## src/design/tpcm_pkg.sv

```systemverilog
// Package for the thermistor polynomial channel monitor.
// Holds the field widths, register indexes, state types and the interface structs.
// No dependencies; the design files that use it refer to it by scoped names.
`default_nettype none

package tpcm_pkg;

   localparam int CHANNELS_DEF    = 7;
   localparam int MIN_CEILING_DEF = 15360;

   localparam int NUM_COEF = 7;
   localparam int COEF_W   = 32;
   localparam int VOLT_W   = 16;
   localparam int CH_W     = 7;
   localparam int TEMP_W   = 24;
   localparam int MAX_W    = 23;
   localparam int SUM_W    = 30;
   localparam int ACC_W    = 42;
   localparam int LO_W     = 21;
   localparam int MUL_A_W  = 22;
   localparam int MUL_B_W  = 17;
   localparam int MUL_P_W  = 39;
   localparam int REQ_W    = 24;
   localparam int RSP_W    = 128;

   localparam int CSR_IDX_W = 3;
   localparam logic [CSR_IDX_W-1:0] CSR_COEF_LAST   = 3'd6;
   localparam logic [CSR_IDX_W-1:0] CSR_VOLT_LIMITS = 3'd7;
   localparam logic [COEF_W-1:0]    VOLT_LIMITS_RST = 32'hFFFF_0000;

   typedef enum logic [1:0] {
      T_IDLE,
      T_CONV,
      T_STAT,
      T_HOLD
   } top_state_type;

   typedef enum logic [2:0] {
      P_IDLE,
      P_MUL_LO,
      P_MUL_HI,
      P_ACC,
      P_FIN
   } poly_state_type;

   typedef enum logic [2:0] {
      S_IDLE,
      S_READ,
      S_DRAIN,
      S_DIV_LOAD,
      S_DIV,
      S_DONE
   } stat_state_type;

   typedef struct packed {
      logic                     done;
      logic signed [TEMP_W-1:0] temperature;
   } poly_res_type;

   typedef struct packed {
      logic start;
      logic ch_ok;
   } stat_req_type;

   typedef struct packed {
      logic                     done;
      logic signed [TEMP_W-1:0] min_temp;
      logic        [MAX_W-1:0]  max_temp;
      logic signed [SUM_W-1:0]  sum_temp;
      logic signed [TEMP_W-1:0] avg_temp;
   } stat_res_type;

endpackage

`default_nettype wire

```

## src/design/tpcm_poly.sv

```systemverilog
// Voltage clamp and degree-6 Horner evaluation on one shared 22x17 multiplier.
// Each Horner step runs through a low half product, a high half product and an accumulate step.
// Depends on tpcm_pkg.
`default_nettype none

module tpcm_poly (
   input  wire logic                                                clock,
   input  wire logic                                                reset,
   input  wire logic                                                start,
   input  wire logic [tpcm_pkg::VOLT_W-1:0]                         voltage,
   input  wire logic [tpcm_pkg::NUM_COEF-1:0][tpcm_pkg::COEF_W-1:0] coef,
   input  wire logic [tpcm_pkg::COEF_W-1:0]                         volt_limits,
   output tpcm_pkg::poly_res_type                                   res
);

   localparam logic signed [47:0] ACC_POS = 48'sh0100_0000_0000;
   localparam logic signed [47:0] ACC_NEG = -ACC_POS;
   localparam logic signed [33:0] T_POS   = 34'sd8388607;
   localparam logic signed [33:0] T_NEG   = -34'sd8388608;

   tpcm_pkg::poly_state_type state_ff, state_in;

   logic        [tpcm_pkg::VOLT_W-1:0]  v_ff, v_in;
   logic signed [tpcm_pkg::ACC_W-1:0]   acc_ff, acc_in;
   logic        [2:0]                   k_ff, k_in;
   logic signed [tpcm_pkg::MUL_P_W-1:0] prod_lo_ff, prod_hi_ff;

   logic load_init, load_lo, load_hi, load_acc, sel_hi, done;

   logic [tpcm_pkg::VOLT_W-1:0] lim_lo, lim_hi, v_low, v_clamp;
   logic signed [tpcm_pkg::MUL_A_W-1:0] mul_a;
   logic signed [tpcm_pkg::MUL_B_W-1:0] mul_b;
   logic signed [tpcm_pkg::MUL_P_W-1:0] mul_p;
   logic signed [59:0] prod_full;
   logic signed [47:0] step_sum, step_sat;
   logic [tpcm_pkg::COEF_W-1:0] coef_sel, coef_top;
   logic signed [33:0] t_sh;

   // Clamp: the upper limit wins when the limits cross.
   always_comb begin
      lim_lo  = volt_limits[15:0];
      lim_hi  = volt_limits[31:16];
      v_low   = (voltage < lim_lo) ? lim_lo : voltage;
      v_clamp = (v_low > lim_hi) ? lim_hi : v_low;
   end

   // The accumulator is split into a signed high half and an unsigned low half.
   assign mul_a = sel_hi ? {acc_ff[tpcm_pkg::ACC_W-1], acc_ff[tpcm_pkg::ACC_W-1:tpcm_pkg::LO_W]}
                         : {1'b0, acc_ff[tpcm_pkg::LO_W-1:0]};
   assign mul_b = {1'b0, v_ff};
   assign mul_p = mul_a * mul_b;

   always_comb begin
      coef_sel  = coef[k_ff];
      coef_top  = coef[tpcm_pkg::NUM_COEF-1];
      prod_full = ({{21{prod_hi_ff[tpcm_pkg::MUL_P_W-1]}}, prod_hi_ff} <<< tpcm_pkg::LO_W)
                + {21'b0, prod_lo_ff};
      step_sum  = prod_full[59:12] + {{16{coef_sel[31]}}, coef_sel};
      if (step_sum > ACC_POS) begin
         step_sat = ACC_POS;
      end else if (step_sum < ACC_NEG) begin
         step_sat = ACC_NEG;
      end else begin
         step_sat = step_sum;
      end
   end

   always_comb begin
      state_in = state_ff;
      case (state_ff)
         tpcm_pkg::P_IDLE: begin
            if (start) begin
               state_in = tpcm_pkg::P_MUL_LO;
            end
         end
         tpcm_pkg::P_MUL_LO: state_in = tpcm_pkg::P_MUL_HI;
         tpcm_pkg::P_MUL_HI: state_in = tpcm_pkg::P_ACC;
         tpcm_pkg::P_ACC: begin
            state_in = (k_ff == 3'd0) ? tpcm_pkg::P_FIN : tpcm_pkg::P_MUL_LO;
         end
         tpcm_pkg::P_FIN: state_in = tpcm_pkg::P_IDLE;
         default: state_in = tpcm_pkg::P_IDLE;
      endcase
   end

   always_comb begin
      load_init = 1'b0;
      load_lo   = 1'b0;
      load_hi   = 1'b0;
      load_acc  = 1'b0;
      sel_hi    = 1'b0;
      done      = 1'b0;
      case (state_ff)
         tpcm_pkg::P_IDLE:   load_init = start;
         tpcm_pkg::P_MUL_LO: load_lo = 1'b1;
         tpcm_pkg::P_MUL_HI: begin
            load_hi = 1'b1;
            sel_hi  = 1'b1;
         end
         tpcm_pkg::P_ACC:    load_acc = 1'b1;
         tpcm_pkg::P_FIN:    done = 1'b1;
         default: begin
            load_init = 1'b0;
         end
      endcase
   end

   always_comb begin
      v_in   = load_init ? v_clamp : v_ff;
      acc_in = acc_ff;
      k_in   = k_ff;
      if (load_init) begin
         acc_in = {{(tpcm_pkg::ACC_W - tpcm_pkg::COEF_W){coef_top[31]}}, coef_top};
         k_in   = 3'(tpcm_pkg::NUM_COEF - 2);
      end else if (load_acc) begin
         acc_in = step_sat[tpcm_pkg::ACC_W-1:0];
         k_in   = k_ff - 3'd1;
      end
   end

   always_ff @(posedge clock) begin
      if (reset) begin
         state_ff <= tpcm_pkg::P_IDLE;
      end else begin
         state_ff <= state_in;
      end
   end

   always_ff @(posedge clock) begin
      v_ff   <= v_in;
      acc_ff <= acc_in;
      k_ff   <= k_in;
      if (load_lo) begin
         prod_lo_ff <= mul_p;
      end
      if (load_hi) begin
         prod_hi_ff <= mul_p;
      end
   end

   always_comb begin
      t_sh     = acc_ff[tpcm_pkg::ACC_W-1:8];
      res.done = done;
      if (t_sh > T_POS) begin
         res.temperature = T_POS[tpcm_pkg::TEMP_W-1:0];
      end else if (t_sh < T_NEG) begin
         res.temperature = T_NEG[tpcm_pkg::TEMP_W-1:0];
      end else begin
         res.temperature = t_sh[tpcm_pkg::TEMP_W-1:0];
      end
   end

endmodule

`default_nettype wire

```

## config.mk

```make
export PLATFORM = sky130hd
export DESIGN_NAME = tpcm_poly
export DESIGN_NICKNAME = d
export VERILOG_FILES = /design/src/design/tpcm_pkg.sv /design/src/design/tpcm_poly.sv
export SDC_FILE = /design/constraint.sdc
export NUM_CORES = 1
export LEC_CHECK = 0
export ABC_CLOCK_PERIOD_IN_PS = 12850
export BUFFER_PORTS_ARGS = -buffer_cell sky130_fd_sc_hd__buf_2
export CORE_ASPECT_RATIO = 1.4
export CORE_MARGIN = 3
export CORE_UTILIZATION = 25
export CTS_CLUSTER_SIZE = 10
export DETAILED_ROUTE_END_ITERATION = 7
export HOLD_SLACK_MARGIN = 0.08
export RECOVER_POWER = 25
export SYNTH_ARGS = -nofsm -noshare
export SYNTH_HDL_FRONTEND = slang
export SYNTH_SLANG_ARGS = --single-unit
```

## constraint.sdc

```tcl
create_clock -name clock -period 12.85 [get_ports clock]
set_input_delay 2.57 -clock clock [delete_from_list [all_inputs] [get_ports clock]]
set_output_delay 2.57 -clock clock [all_outputs]
set_load 0.05 [all_outputs]
```

==> results.cfg <==
[cts]
cts_root_buffer = clkbuf_16
cts_hold_repair.buffers = 0
cts_tree = built
cts_resized = 0
cts.sinks = 130
clk_latency_ns = 0.48
clockBufferDepth = 2
cts_setup_buffers = 0
htreeDepth = 4
clk_pin_slew_ns = 0.06
cts-buffers-inserted = 17

[drt]
first_pass_iters = 5
antenna_left = 0
route.vias.total = 21400
wirelength_mm = 84.2
drt-wirelength-per-cell_um = 19.2
drc = 0
viasPerCell = 4.88
initialDrtViolationCount = 1299

[setup_path]
critPathLaunchType = flop
crit_buf_inv = 3
crit_chain = nor3b_1 -> buf_4 -> mux2_2 -> nand2_1 -> fa_1 -> fa_1 -> fa_1 -> fa_1 -> inv_1 -> fa_1 -> fa_1 -> ha_1 -> nand3_1 -> inv_1 -> a31oi_1 -> a2111oi_0 -> o21ai_0 -> a21oi_1 -> o21ai_0 -> a21boi_0 -> o211ai_1 -> o221ai_1 -> xor2_1
path_max_fanout = 56
cp_common_cell = fa_1
crit_family = adder cells
reg2reg_setup_slack_ns = 3.03
crit_path_end_kind = flop
critical_path_class = flop to flop
cp_num_cells = 23
required_ns = 13.15
cpMaxStageDelayCell = nor3b_1
cp.arrival_ns = 10.11
slowest_delay_ns = 1.09
reg2regPathDepth = 23

[yosys]
yosysMostFrequentCell = inv_1
synthCells = 2836
avgSynthCellArea_um2 = 9.00
netlist_top_cells_count = inv_1 (496), fa_1 (351), nand2_1 (307)
syn_area_um2 = 25500
synth.top_cell.area_share_pct = 27.5
synth-edff-count = 124
ys_ff_latch = 130
yosysSeqAreaShare_pct = 15.1
synth_area_leaders = fa_1 (28%), edfxtp_1 (15%), ha_1 (9.6%)
synthArstFlopShare_pct = 0
synth.distinct_cells = 89
synth_fp_nets = 3657
synth_top_cell_by_area = fa_1
yosysWarnings = 0
ys.flop_type = edfxtp_1

[timing]
drv_slew = 28
finalSetupViolations = 0
hold_viol_final = 0
grt_setup_unrepaired = false
slew_headroom_pct = -8.82
fmax_mhz = 102
fin_ws_ns = 3.03
min_period_over_period_pct = 76.4
skew_ns = 0.0123
period_minus_slack_ns = 9.82
worstMarginPinSlew_ns = 1.63
finalSetupTns_ns = 0
hold_ws_ns = 0.650

[placed_design]
routabilityCongestion = 0.949
pre_cts_slack_ns = 3.58
port_buffers = 299
dpl.hpwl_mm = 69.8

[grt]
overflow = 0
gr-usage-all-layers_pct = 15.7
antenna_found_initial = 2
grt_first_pass_wirelength_mm = 129
grt_pass1_vias = 22200
grt_max_degree = 69

[layout]
synthToLayoutAreaGrowth_pct = 13.2
postLayoutCoreUtil_pct = 28.5
drive_above_1_share_pct = 15.6
nets = 3866

[worst_hold_path]
min_path_cells = 2
worst_hold_path_type = flop to flop

[flow_run]
maxCapViolCount = 1

[run_status]
violations = max-capacitance violations, max-slew violations
status = finished with violations

[die]
ioPinCount = 300
die_height_um = 384
dieArea_um2 = 106000
fp.coreArea_um2 = 101000
die_w_um = 276
rows = 138
start_util_pct = 25.2
## final cells by class
cell class	count	area [um^2]
diodes	1	2.50
clock buffers	17	425
clock inverters	15	149
fillers	10800	72300
inverters	497	1870
multi-input cells	2085	19300
flip-flops and latches	130	3850
well taps	1330	1660
repair buffers	314	1600
## kinds of logic (layout without fill, tap and decap cells)
family / count (synthesis) / in the layout / synth area share, %
XOR/XNOR: 99 / 99 / 3.47
AND/OR/NAND/NOR: 826 / 826 / 15.6
flip-flops: 130 / 130 / 15.1
buffers and inverters: 621 / 843 / 9.43
multiplexers: 124 / 124 / 6.70
other: 0 / 1 / 0
AO/OA/AOI/OAI: 490 / 490 / 12.7
adder cells (fa/ha/maj): 546 / 546 / 37.1
## stage by stage
stage	instance area [um^2]	cells
after CTS	28900	4388
final	28900	4389
after global placement	28300	4356
after floorplan	25500	2836
after global routing	28900	4389
after detailed placement	28300	4356
## flip-flops by register name, indices dropped and copies added, names as in the netlist
signal / cells
prod_lo_ff: 27
state_ff: 3
k_ff: 3
v_ff: 16
prod_hi_ff: 39
acc_ff: 42
## layout by cell type (no fill, tap or decap), types with 10 or more instances in the layout
cell type	instances
inv_1	496
fa_1	351
nand2_1	307
buf_2	298
ha_1	195
a21oi_1	171
nor2_1	156
and2_1	149
edfxtp_1	124
o21ai_0	73
xnor2_1	73
a21o_1	61
mux2_2	54
nand3_1	43
nand4_1	38
mux2i_1	38
mux4_2	32
nor3_1	27
xor2_1	25
a22o_1	20
and3_1	19
nor4_1	17
clkbuf_16	17
o21a_1	16
o21bai_1	14
buf_4	14
nand2b_1	13
nor2b_1	12
a211oi_1	12
a31oi_1	10
## routing by layer
layer | part of all wire [%] | GRT usage (%) | up-vias
li1 | - | - | 9802
met2 | 51 | 28.6 | 720
met5 | 0 | 0 | -
met4 | 4.1 | 6.59 | 0
met3 | 5.4 | 2.13 | 133
met1 | 39 | 18.4 | 10700
## worst reg2reg max path, cell delays in order (launching register included)
cell and delay (ns):
dfxtp_1 0.53, nor3b_1 1.09, buf_4 0.73, mux2_2 0.64, nand2_1 0.15, fa_1 0.54, fa_1 0.58, fa_1 0.45
fa_1 0.54, inv_1 0.05, fa_1 0.49, fa_1 0.43, ha_1 0.38, nand3_1 0.14, inv_1 0.10, a31oi_1 0.10
a2111oi_0 0.94, o21ai_0 0.36, a21oi_1 0.24, o21ai_0 0.12, a21boi_0 0.38, o211ai_1 0.20, o221ai_1 0.23, xor2_1 0.22
## final timing paths
kind / from / to
setup / recovery: state_ff[1] / prod_hi_ff[37]
hold / removal: state_ff[0] / state_ff[1]
setup reg to reg: state_ff[1] / prod_hi_ff[37]
hold reg to reg: state_ff[0] / state_ff[1]
Power is left out: the tool's default activity adds up to more than one toggle a clock period on the data nets, which glitch-free logic cannot reach.
