==> src/design/tpcm_pkg.sv <==
// Package for the thermistor polynomial channel monitor.
// Holds the field widths, register indexes, state types and the interface structs.
// No dependencies; the design files that use it refer to it by scoped names.
`default_nettype none

package tpcm_pkg;

   localparam int CHANNELS_DEF    = 7;
   localparam int MIN_CEILING_DEF = 15360;

   localparam int NUM_COEF = 7;
   localparam int COEF_W   = 32;
   localparam int VOLT_W   = 16;
   localparam int CH_W     = 7;
   localparam int TEMP_W   = 24;
   localparam int MAX_W    = 23;
   localparam int SUM_W    = 30;
   localparam int ACC_W    = 42;
   localparam int LO_W     = 21;
   localparam int MUL_A_W  = 22;
   localparam int MUL_B_W  = 17;
   localparam int MUL_P_W  = 39;
   localparam int REQ_W    = 24;
   localparam int RSP_W    = 128;

   localparam int CSR_IDX_W = 3;
   localparam logic [CSR_IDX_W-1:0] CSR_COEF_LAST   = 3'd6;
   localparam logic [CSR_IDX_W-1:0] CSR_VOLT_LIMITS = 3'd7;
   localparam logic [COEF_W-1:0]    VOLT_LIMITS_RST = 32'hFFFF_0000;

   typedef enum logic [1:0] {
      T_IDLE,
      T_CONV,
      T_STAT,
      T_HOLD
   } top_state_type;

   typedef enum logic [2:0] {
      P_IDLE,
      P_MUL_LO,
      P_MUL_HI,
      P_ACC,
      P_FIN
   } poly_state_type;

   typedef enum logic [2:0] {
      S_IDLE,
      S_READ,
      S_DRAIN,
      S_DIV_LOAD,
      S_DIV,
      S_DONE
   } stat_state_type;

   typedef struct packed {
      logic                     done;
      logic signed [TEMP_W-1:0] temperature;
   } poly_res_type;

   typedef struct packed {
      logic start;
      logic ch_ok;
   } stat_req_type;

   typedef struct packed {
      logic                     done;
      logic signed [TEMP_W-1:0] min_temp;
      logic        [MAX_W-1:0]  max_temp;
      logic signed [SUM_W-1:0]  sum_temp;
      logic signed [TEMP_W-1:0] avg_temp;
   } stat_res_type;

endpackage

`default_nettype wire

==> src/design/tpcm_ram.sv <==
// Generic single-port-write, single-port-read RAM with a registered read.
// Depends on nothing; used for the per-channel temperature table.
`default_nettype none

module tpcm_ram #(
   parameter int WIDTH = 24,
   parameter int DEPTH = 7,
   localparam int AW = (DEPTH > 1) ? $clog2(DEPTH) : 1
) (
   input  wire logic             clock,
   input  wire logic             wr_en,
   input  wire logic [AW-1:0]    wr_addr,
   input  wire logic [WIDTH-1:0] wr_data,
   input  wire logic [AW-1:0]    rd_addr,
   output logic      [WIDTH-1:0] rd_data
);

   logic [WIDTH-1:0] mem_ff [DEPTH];
   logic [WIDTH-1:0] rd_data_ff;

   always_ff @(posedge clock) begin
      if (wr_en) begin
         mem_ff[wr_addr] <= wr_data;
      end
      rd_data_ff <= mem_ff[rd_addr];
   end

   assign rd_data = rd_data_ff;

endmodule

`default_nettype wire

==> src/design/tpcm_stats.sv <==
// Per-channel temperature table with a sequential walk for minimum, maximum and sum,
// followed by a division of the sum by the channel count through a constant reciprocal.
// Depends on tpcm_pkg and tpcm_ram.
`default_nettype none

module tpcm_stats #(
   parameter int CHANNELS    = tpcm_pkg::CHANNELS_DEF,
   parameter int MIN_CEILING = tpcm_pkg::MIN_CEILING_DEF,
   localparam int AW = (CHANNELS > 1) ? $clog2(CHANNELS) : 1
) (
   input  wire logic                                clock,
   input  wire logic                                reset,
   input  wire tpcm_pkg::stat_req_type              req,
   input  wire logic [AW-1:0]                       wr_addr,
   input  wire logic signed [tpcm_pkg::TEMP_W-1:0]  temperature,
   output tpcm_pkg::stat_res_type                   res
);

   // The shift covers the full sum width plus the rounded-up base-2 logarithm of the channel
   // count, which makes the rounded-up reciprocal exact for every sum magnitude.
   localparam int     DIV_SH   = tpcm_pkg::SUM_W + AW;
   localparam int     RCP_W    = 32;
   localparam int     PROD_W   = tpcm_pkg::SUM_W + RCP_W;
   localparam longint RCP_FULL = ((64'sd1 <<< DIV_SH) + longint'(CHANNELS) - 64'sd1)
                               / longint'(CHANNELS);
   localparam logic [RCP_W-1:0] RECIP    = RCP_W'(RCP_FULL);
   localparam logic [AW-1:0]    IDX_LAST = AW'(CHANNELS - 1);

   tpcm_pkg::stat_state_type state_ff, state_in;

   logic [AW-1:0]       idx_ff, idx_in;
   logic                rd_pend_ff;
   logic                ent_vld_ff;
   logic [CHANNELS-1:0] valid_ff;
   logic signed [tpcm_pkg::TEMP_W-1:0] min_ff, min_in, max_ff, max_in;
   logic signed [tpcm_pkg::SUM_W-1:0]  sum_ff, sum_in;
   logic [tpcm_pkg::SUM_W-1:0]  q_ff, q_in;
   logic                        neg_ff, neg_in;
   logic [tpcm_pkg::TEMP_W-1:0] avg_mag_ff, avg_mag_in;

   logic init, wr_en, rd_issue, div_load, div_step, done;
   logic [tpcm_pkg::TEMP_W-1:0] rd_data;
   logic signed [tpcm_pkg::TEMP_W-1:0] entry;
   logic [PROD_W-1:0]           div_prod;
   logic [tpcm_pkg::TEMP_W-1:0] quot;

   tpcm_ram #(
      .WIDTH(tpcm_pkg::TEMP_W),
      .DEPTH(CHANNELS)
   ) u_table (
      .clock  (clock),
      .wr_en  (wr_en),
      .wr_addr(wr_addr),
      .wr_data(temperature),
      .rd_addr(idx_ff),
      .rd_data(rd_data)
   );

   always_comb begin
      state_in = state_ff;
      case (state_ff)
         tpcm_pkg::S_IDLE: begin
            if (req.start) begin
               state_in = tpcm_pkg::S_READ;
            end
         end
         tpcm_pkg::S_READ: begin
            if (idx_ff == IDX_LAST) begin
               state_in = tpcm_pkg::S_DRAIN;
            end
         end
         tpcm_pkg::S_DRAIN:    state_in = tpcm_pkg::S_DIV_LOAD;
         tpcm_pkg::S_DIV_LOAD: state_in = tpcm_pkg::S_DIV;
         tpcm_pkg::S_DIV:      state_in = tpcm_pkg::S_DONE;
         tpcm_pkg::S_DONE:     state_in = tpcm_pkg::S_IDLE;
         default: state_in = tpcm_pkg::S_IDLE;
      endcase
   end

   always_comb begin
      init     = 1'b0;
      rd_issue = 1'b0;
      div_load = 1'b0;
      div_step = 1'b0;
      done     = 1'b0;
      case (state_ff)
         tpcm_pkg::S_IDLE:     init = req.start;
         tpcm_pkg::S_READ:     rd_issue = 1'b1;
         tpcm_pkg::S_DIV_LOAD: div_load = 1'b1;
         tpcm_pkg::S_DIV:      div_step = 1'b1;
         tpcm_pkg::S_DONE:     done = 1'b1;
         default: begin
            init = 1'b0;
         end
      endcase
      wr_en = init & req.ch_ok;
   end

   // An entry that was never written reads as zero.
   assign entry = ent_vld_ff ? rd_data : '0;

   assign div_prod = {{RCP_W{1'b0}}, q_ff} * {{tpcm_pkg::SUM_W{1'b0}}, RECIP};

   always_comb begin
      idx_in     = idx_ff;
      min_in     = min_ff;
      max_in     = max_ff;
      sum_in     = sum_ff;
      q_in       = q_ff;
      neg_in     = neg_ff;
      avg_mag_in = avg_mag_ff;
      if (init) begin
         idx_in = '0;
         min_in = tpcm_pkg::TEMP_W'(MIN_CEILING);
         max_in = '0;
         sum_in = '0;
      end else begin
         if (rd_issue) begin
            idx_in = idx_ff + 1'b1;
         end
         if (rd_pend_ff) begin
            min_in = (entry < min_ff) ? entry : min_ff;
            max_in = (entry > max_ff) ? entry : max_ff;
            sum_in = sum_ff + {{(tpcm_pkg::SUM_W - tpcm_pkg::TEMP_W){entry[23]}}, entry};
         end
      end
      if (div_load) begin
         neg_in = sum_ff[tpcm_pkg::SUM_W-1];
         q_in   = sum_ff[tpcm_pkg::SUM_W-1] ? -sum_ff : sum_ff;
      end else if (div_step) begin
         avg_mag_in = div_prod[DIV_SH +: tpcm_pkg::TEMP_W];
      end
   end

   always_ff @(posedge clock) begin
      if (reset) begin
         state_ff   <= tpcm_pkg::S_IDLE;
         rd_pend_ff <= 1'b0;
         valid_ff   <= '0;
      end else begin
         state_ff   <= state_in;
         rd_pend_ff <= rd_issue;
         if (wr_en) begin
            valid_ff[wr_addr] <= 1'b1;
         end
      end
   end

   always_ff @(posedge clock) begin
      idx_ff     <= idx_in;
      ent_vld_ff <= valid_ff[idx_ff];
      min_ff     <= min_in;
      max_ff     <= max_in;
      sum_ff     <= sum_in;
      q_ff       <= q_in;
      neg_ff     <= neg_in;
      avg_mag_ff <= avg_mag_in;
   end

   always_comb begin
      quot         = neg_ff ? -avg_mag_ff : avg_mag_ff;
      res.done     = done;
      res.min_temp = min_ff;
      res.max_temp = max_ff[tpcm_pkg::MAX_W-1:0];
      res.sum_temp = sum_ff;
      res.avg_temp = quot;
   end

endmodule

`default_nettype wire
==> config.mk <==
export PLATFORM = sky130hd
export DESIGN_NAME = tpcm_stats
export DESIGN_NICKNAME = d
export VERILOG_FILES = /design/src/design/tpcm_pkg.sv /design/src/design/tpcm_ram.sv /design/src/design/tpcm_stats.sv
export SDC_FILE = /design/constraint.sdc
export NUM_CORES = 1
export LEC_CHECK = 0
export BUFFER_PORTS_ARGS = -buffer_cell sky130_fd_sc_hd__buf_4
export CORE_ASPECT_RATIO = 1.5
export CORE_MARGIN = 2
export CORE_UTILIZATION = 45
export DETAILED_ROUTE_END_ITERATION = 7
export GPL_ROUTABILITY_DRIVEN = 0
export PLACE_DENSITY = 0.68
export SETUP_SLACK_MARGIN = 0.02
export SLEW_MARGIN = 40
export SYNTH_ARGS = -nofsm -noshare
export SYNTH_HDL_FRONTEND = slang
export SYNTH_SLANG_ARGS = --single-unit
==> constraint.sdc <==
create_clock -name clock -period 15.4 [get_ports clock]
set_input_delay 0 -clock clock [delete_from_list [all_inputs] [get_ports clock]]
set_output_delay 0 -clock clock [all_outputs]
set_load 0.03 [all_outputs]
==> flow_summary_export.csv, run 1 <==
group,metric,value,unit
synthesis,synth_edf_count,223,
synthesis,synth_area_leaders,"edfxtp_1 (25%), ha_1 (18%), fa_1 (15%)",
layout,area_growth,12.5,%
global_route,grt_max_degree,79,
global_route,grt_pass1_vias,18900,
pwr,ir_worst_vdd,0.100,mV
layout,drive_above_1_share,11.0,%
clocking,cts_num_sinks,340,
detailed_routing,drtIter0Drc,806,
global_route,grt_pass1_wl,100000,um
floorplan,io_pins,133,
detailed_routing,ant_nets,0,
critical_path,r2r_cells,23,
clocking,root_buffer,"clkbuf_16",
critical_path,worst_ep_arrival_time,8.00,ns
sta,fin_worst_skew,0.0406,ns
layout,final_util,50.8,%
detailed_routing,via_count,17600,
detailed_routing,vias_per_cell,5.27,
critical_path,crit_type,"reg -> reg",
synthesis,synth_area_per_cell,11.1,um2
synthesis,synth_nets,3013,
clocking,clock_path_buffers,3,
pwr,power.total,2.33,mW
run,max_cap_violations,0,
layout,layout.area.seq,9040,um2
global_route,grt-ovfl-total,0,
sta,min_period,7.72,ns
sta,slew-limit-headroom,40.6,%
pwr,p_leak,13.7,nW
sta,hold_viol_final,0,
clocking,clk_pin_slew,0.07,ns
floorplan,coreArea,58600,um2
detailed_routing,route.met2.wl,34200,um
floorplan,start_util,45.2,%
clocking,clk_latency,0.57,ns
global_route,antenna_found_initial,0,
placed_design,port_buffers,132,
clocking,cts_max_level,2,
clocking,cts_made_buffers,34,
layout,mostFrequentLayoutCell,"inv_1",
synthesis,synth_top_area_cell,"edfxtp_1",
sta,rsz0062_at_grt,"no",
critical_path,start_kind,"register",
layout,diodes,0,
floorplan,dieWidth,202,um
placed_design,place_hpwl,51000,um
synthesis,ys_ff_latch,340,
sta,maxSlewViolCount,0,
floorplan,fp.dieH,301,um
synthesis,synthCells,2395,
layout,multiInputGateArea,15600,um2
layout,final_cell_mix,"inv_1 (428), ha_1 (382), edfxtp_1 (223)",
worst_hold_path,whs_path_depth,3,
detailed_routing,highest-signal-layer,"met4",
synthesis,synth_top_area_share,25.3,%
layout,nets,3155,
detailed_routing,drtPass1Iterations,7,
status,status,"completed",
synthesis,syn_area,26500,um2
sta,tns,0,ns
synthesis,synth_cell_type_count,72,
sta,clock.fmax,129,MHz
detailed_routing,wl_per_cell,19.2,um
global_route,grtUsageTotal,21.2,%
critical_path,crit_path_end_kind,"register",
critical_path,cp_data_required_time,15.68,ns
detailed_routing,dr_wl_met3,3570,um
floorplan,dieArea,60900,um2
synthesis,synth.yosys.seq_area_share,34.1,%
sta,setup_viol,0,
detailed_routing,m1WireLength,23200,um
sta,min_period_over_period,50.2,%
floorplan,fp-row-count,109,
sta,worst_slew_pin_slew,0.880,ns
detailed_routing,drt-total-wl,64000,um
detailed_routing,drc,0,
pwr,powerDensity,78.2,nW/um2
synthesis,synth-warning-count,0,
synthesis,async_reset_ff_share,0,%
critical_path,crit_fanout,8,
layout,fillers,5144,
clocking,tritoncts,"built",
clocking,post_cts.repair.setup_buffers,0,
synthesis,synth_top_flop_cell,"edfxtp_1",
worst_hold_path,hold_path_class,"in -> reg",
[cell families after synthesis]
| group | count (synthesis) | synth area share (%) |
|---|---|---|
| AO/OA/AOI/OAI | 298 | 7.32 |
| XOR/XNOR | 103 | 3.40 |
| adder cells (fa/ha/maj) | 587 | 33.5 |
| buffers and inverters | 504 | 7.49 |
| flip-flops | 340 | 34.1 |
| multiplexers | 139 | 6.55 |
| AND/OR/NAND/NOR | 424 | 7.61 |
[final cells by class]
| type | count | share of cell area (%) |
|---|---|---|
| repair buffers | 181 | 5.12 |
| well taps | 777 | 3.26 |
| multi-input cells | 1551 | 52.2 |
| clock buffers | 46 | 3.11 |
| inverters | 429 | 5.40 |
| flip-flops and latches | 340 | 30.3 |
| clock inverters | 16 | 0.604 |
[per-layer routing]
metal  up-vias  GRT usage (%)
met2       406           40.2
met3       146           4.13
met4         0           9.94
li1       8406              -
met1      8642           22.3
met5         -              0
[registers in the layout (all words and copies together), names as in the netlist, 3 cells and up]
name             flops
valid_ff             7
min_ff              24
avg_mag_ff          24
idx_ff               3
q_ff                30
sum_ff              30
state_ff             3
max_ff              24
u_table.rd_data     24
u_table.mem_ff     168
[power breakdown]
part           switching, mW  internal (mW)  leakage, nW
sequential            0.0346           1.01         2.98
clock                  0.369          0.450        0.526
combinational          0.266          0.201         10.2
[repair_timing]
item                                    CTS  global route
hold buffers                             29             0
gates resized for setup                   0             0
endpoints found under the setup margin    0             0
hold endpoints to repair                192             0
[worst max-delay path, stage by stage (launching register included)]
cell,delay (ns)
edfxtp_1,0.54
ha_1,0.41
xor2_1,0.44
ha_1,0.33
inv_1,0.07
fa_1,0.47
inv_1,0.11
fa_1,0.41
fa_1,0.51
fa_1,0.54
inv_1,0.05
fa_1,0.52
inv_1,0.04
ha_1,0.22
a211oi_1,0.21
o21ai_0,0.13
a221oi_1,0.38
nor2_1,0.10
a21oi_1,0.22
a21oi_1,0.20
o31ai_1,0.71
a2111oi_0,0.29
o41ai_1,0.43
xnor2_1,0.11
[synthesized netlist by cell type, drive strengths merged (2+ instances only)]
library cell and instances:
a2111oi 6, a211oi 9, a21boi 4, a21o 47, a21oi 62, a221oi 2, a31oi 13, and2 31
and3 7, and4 3, buf 32, clkbuf 43, dfxtp 117, edfxtp 223, fa 205, ha 382
inv 428, mux2 26, mux2i 88, mux4 25, nand2 144, nand2b 15, nand3 28, nand3b 6
nand4 12, nor2 113, nor2b 9, nor3 20, nor4 5, nor4b 2, o2111ai 6, o211a 3
o211ai 6, o21a 9, o21ai 84, o21ba 2, o21bai 5, o221ai 2, o31ai 13, o41ai 10
or2 6, or3 10, or4 8, xnor2 75, xor2 28
[worst paths after layout]
path	start	to	slack (ns)
hold reg to reg	valid_ff[0]	valid_ff[0]	0.48
hold / removal	wr_addr[0]	u_table.mem_ff[5][0]	0.09
setup reg to reg	q_ff[4]	avg_mag_ff[22]	7.68
setup / recovery	q_ff[4]	avg_mag_ff[22]	7.68
[stage by stage]
| step | hold slack (ns) | setup WS (ns) | area [um2] | instances |
|---|---|---|---|---|
| 2_1_floorplan | 0.0989 | 8.90 | 26500 | 2395 |
| 3_3_place_gp | 0.219 | 8.00 | 28300 | 3242 |
| 3_5_place_dp | 0.225 | 7.77 | 28400 | 3249 |
| 4_1_cts | 0.0819 | 7.76 | 29800 | 3340 |
| 5_1_grt | 0.110 | 7.29 | 29800 | 3340 |
| 6_report | 0.0933 | 7.68 | 29800 | 3340 |
Note: power is estimated with default switching activity, not from simulation.
==> inputs of run 2 (changes only) <==
- clock period: 15.4 -> 7.8 ns (I/O delays scaled with it)
==> run 2 against run 1 <==
Effect of this change: routed wire length fell by 1.3%; cell count rose by 0.21%; hold slack got worse by 0.014 ns; clock-buffer cell count rose by 1.
==> flow_summary_export.csv, run 2 (same netlist as run 1, synthesis figures left out) <==
group,metric,value,unit
floorplan,io_pins,133,
sta,maxSlewViolCount,0,
layout,postLayoutCellArea,29900,um2
layout,top_regs,"u_table.mem_ff x168, q_ff x30, sum_ff x30",
critical_path,crit_path_end_kind,"register",
layout,largest_register_ffs,168,
floorplan,dieArea,60900,um2
layout,final_cell_mix,"inv_1 (428), ha_1 (382), edfxtp_1 (223)",
detailed_routing,drtIter0Drc,626,
sta,setup_viol,0,
layout,regMostFlops,"u_table.mem_ff",
sta,tns,0,ns
global_route,grt_pass1_wl,99800,um
global_route,antenna_found_initial,0,
pwr,ir_worst_vdd,0.228,mV
sta,min_period_over_period,96.3,%
placed_design,port_buffers,132,
sta,hold_viol_final,0,
pwr,p_clk_share,36.5,%
global_route,grt_max_degree,79,
layout,fillers,5132,
sta,min_period,7.51,ns
layout,mostFrequentLayoutCell,"inv_1",
clocking,root_buffer,"clkbuf_16",
clocking,clk_pin_slew,0.06,ns
layout,drive_above_1_share,11.3,%
placed_design,pre_cts_ws,0.0534,ns
pwr,p_leak,13.8,nW
run,max_cap_violations,0,
detailed_routing,via_count,17600,
pwr,p_comb_share,19.7,%
pwr,powerDensity,157,nW/um2
detailed_routing,vias_per_cell,5.25,
pwr,p_switching,1.32,mW
critical_path,critical_path.cell_chain,"ha_1, xor2_1, ha_1, inv_1, fa_1, inv_1, fa_1, fa_1, fa_1, inv_1, fa_1, inv_1, ha_1, a211oi_1, o21ai_0, a221oi_1, nor2_1, a21oi_1, a21oi_1, o31ai_2, a2111oi_1, o41ai_1, xnor2_1",
layout,multiInputGateArea,15600,um2
critical_path,slowest_stage,"edfxtp_1",
global_route,grt-ovfl-total,0,
sta,fin_worst_skew,0.0240,ns
sta,slew-limit-headroom,48.2,%
critical_path,start_kind,"register",
layout,diodes,0,
sta,clock.fmax,133,MHz
clocking,clock_path_buffers,3,
floorplan,start_util,45.2,%
detailed_routing,drc,0,
critical_path,worst_ep_arrival_time,7.81,ns
status,status,"completed",
clocking,tritoncts,"built",
critical_path,cpPeakStageDelay,0.56,ns
layout,nets,3161,
detailed_routing,ant_nets,0,
clocking,clk_latency,0.56,ns
floorplan,fp-row-count,109,
detailed_routing,drtPass1Iterations,7,
pwr,internal-power,3.39,mW
floorplan,dieWidth,202,um
clocking,cts_made_buffers,35,
detailed_routing,drt-total-wl,63200,um
layout,layout.area.seq,9040,um2
placed_design,place_area,28400,um2
pwr,p_sw_share,28.0,%
floorplan,coreArea,58600,um2
clocking,cts_num_sinks,340,
floorplan,fp.dieH,301,um
sta,worst_slew_pin_slew,0.777,ns
sta,rsz0062_at_grt,"yes",
global_route,grt_pass1_vias,18900,
critical_path,crit_top_cell,"fa_1",
sta,fin_ws,0.292,ns
placed_design,place_hpwl,50400,um
global_route,grtUsageTotal,21.1,%
critical_path,crit_fanout,8,
pwr,power.total,4.71,mW
layout,area_growth,12.9,%
critical_path,cp_data_required_time,8.10,ns
pwr,seqPwrFrac,43.8,%
clocking,cts_max_level,2,
worst_hold_path,hold_path_class,"in -> reg",
detailed_routing,wl_per_cell,18.9,um
critical_path,crit_type,"reg -> reg",
==> run 2: cell count changes in the layout (fill, tap and decap cells not counted), moves of 2 or more <==
cell,before,now
bufinv_16,1,4
clkinv_2,4,2
buf_4,144,149
clkinvlp_2,2,0
clkinv_4,1,3
==> run 2: worst paths after layout <==
kind / startpoint / to / slack, ns / depth (start not counted)
setup / recovery: q_ff[4] / avg_mag_ff[22] / 0.29 / 23
hold reg to reg: valid_ff[6] / valid_ff[6] / 0.47 / 2
setup reg to reg: q_ff[4] / avg_mag_ff[22] / 0.29 / 23
hold / removal: wr_addr[2] / u_table.mem_ff[1][16] / 0.08 / 3
==> run 2: cell type report <==
type	count	share of cell area (%)
Multi-Input combinational cell	1551	52.0
Timing Repair Buffer	186	5.18
Sequential cell	340	30.2
Clock inverter	17	0.799
Clock buffer	47	3.14
Inverter	429	5.38
Tap cell	777	3.25
==> run 2: per-stage QoR <==
| stage | cells | hold slack, ns | utilization (%) |
|---|---|---|---|
| 2_1_floorplan | 2395 | 0.0989 | - |
| 3_3_place_gp | 3247 | 0.219 | 48.3 |
| 3_5_place_dp | 3254 | 0.225 | 48.5 |
| 4_1_cts | 3347 | 0.0594 | 51.0 |
| 5_1_grt | 3347 | 0.0755 | 51.0 |
| 6_report | 3347 | 0.0798 | 51.0 |
==> run 2: power groups by stage <==
stage               clock network, mW  logic (mW)  registers, mW
floorplan                           0       0.624           2.11
global placement                    0       0.889           2.10
detailed placement                  0       0.916           2.10
CTS                              1.76       0.936           2.06
global route                     1.83        1.02           2.07
finish                           1.72       0.927           2.06
==> run 2: what timing repair did <==
item / CTS / global route
hold endpoints to repair: 191 / 0
buffers inserted: 0 / 0
endpoints found under the setup margin: 0 / 4
gates resized for setup: 0 / 3
hold buffers: 29 / 0
==> run 2: layer usage <==
metal | GRT usage [%] | vias up | part of all wire (%)
met5 | 0 | - | 0
met4 | 11.8 | 0 | 5.9
met3 | 4.32 | 168 | 4.9
met2 | 39.2 | 369 | 52
met1 | 22.1 | 8607 | 37
li1 | - | 8419 | -
==> run 2: critical path: cells and delay by family (launching register included) <==
family                     cells  cell delay (ns)
and+or+nand+nor                1             0.10
buffers and inverters          4             0.26
xor gates and xnor gates       2             0.57
DFF                            1             0.56
AOI/OAI and AO/OA              8             2.36
adders and majority gates      8             3.40
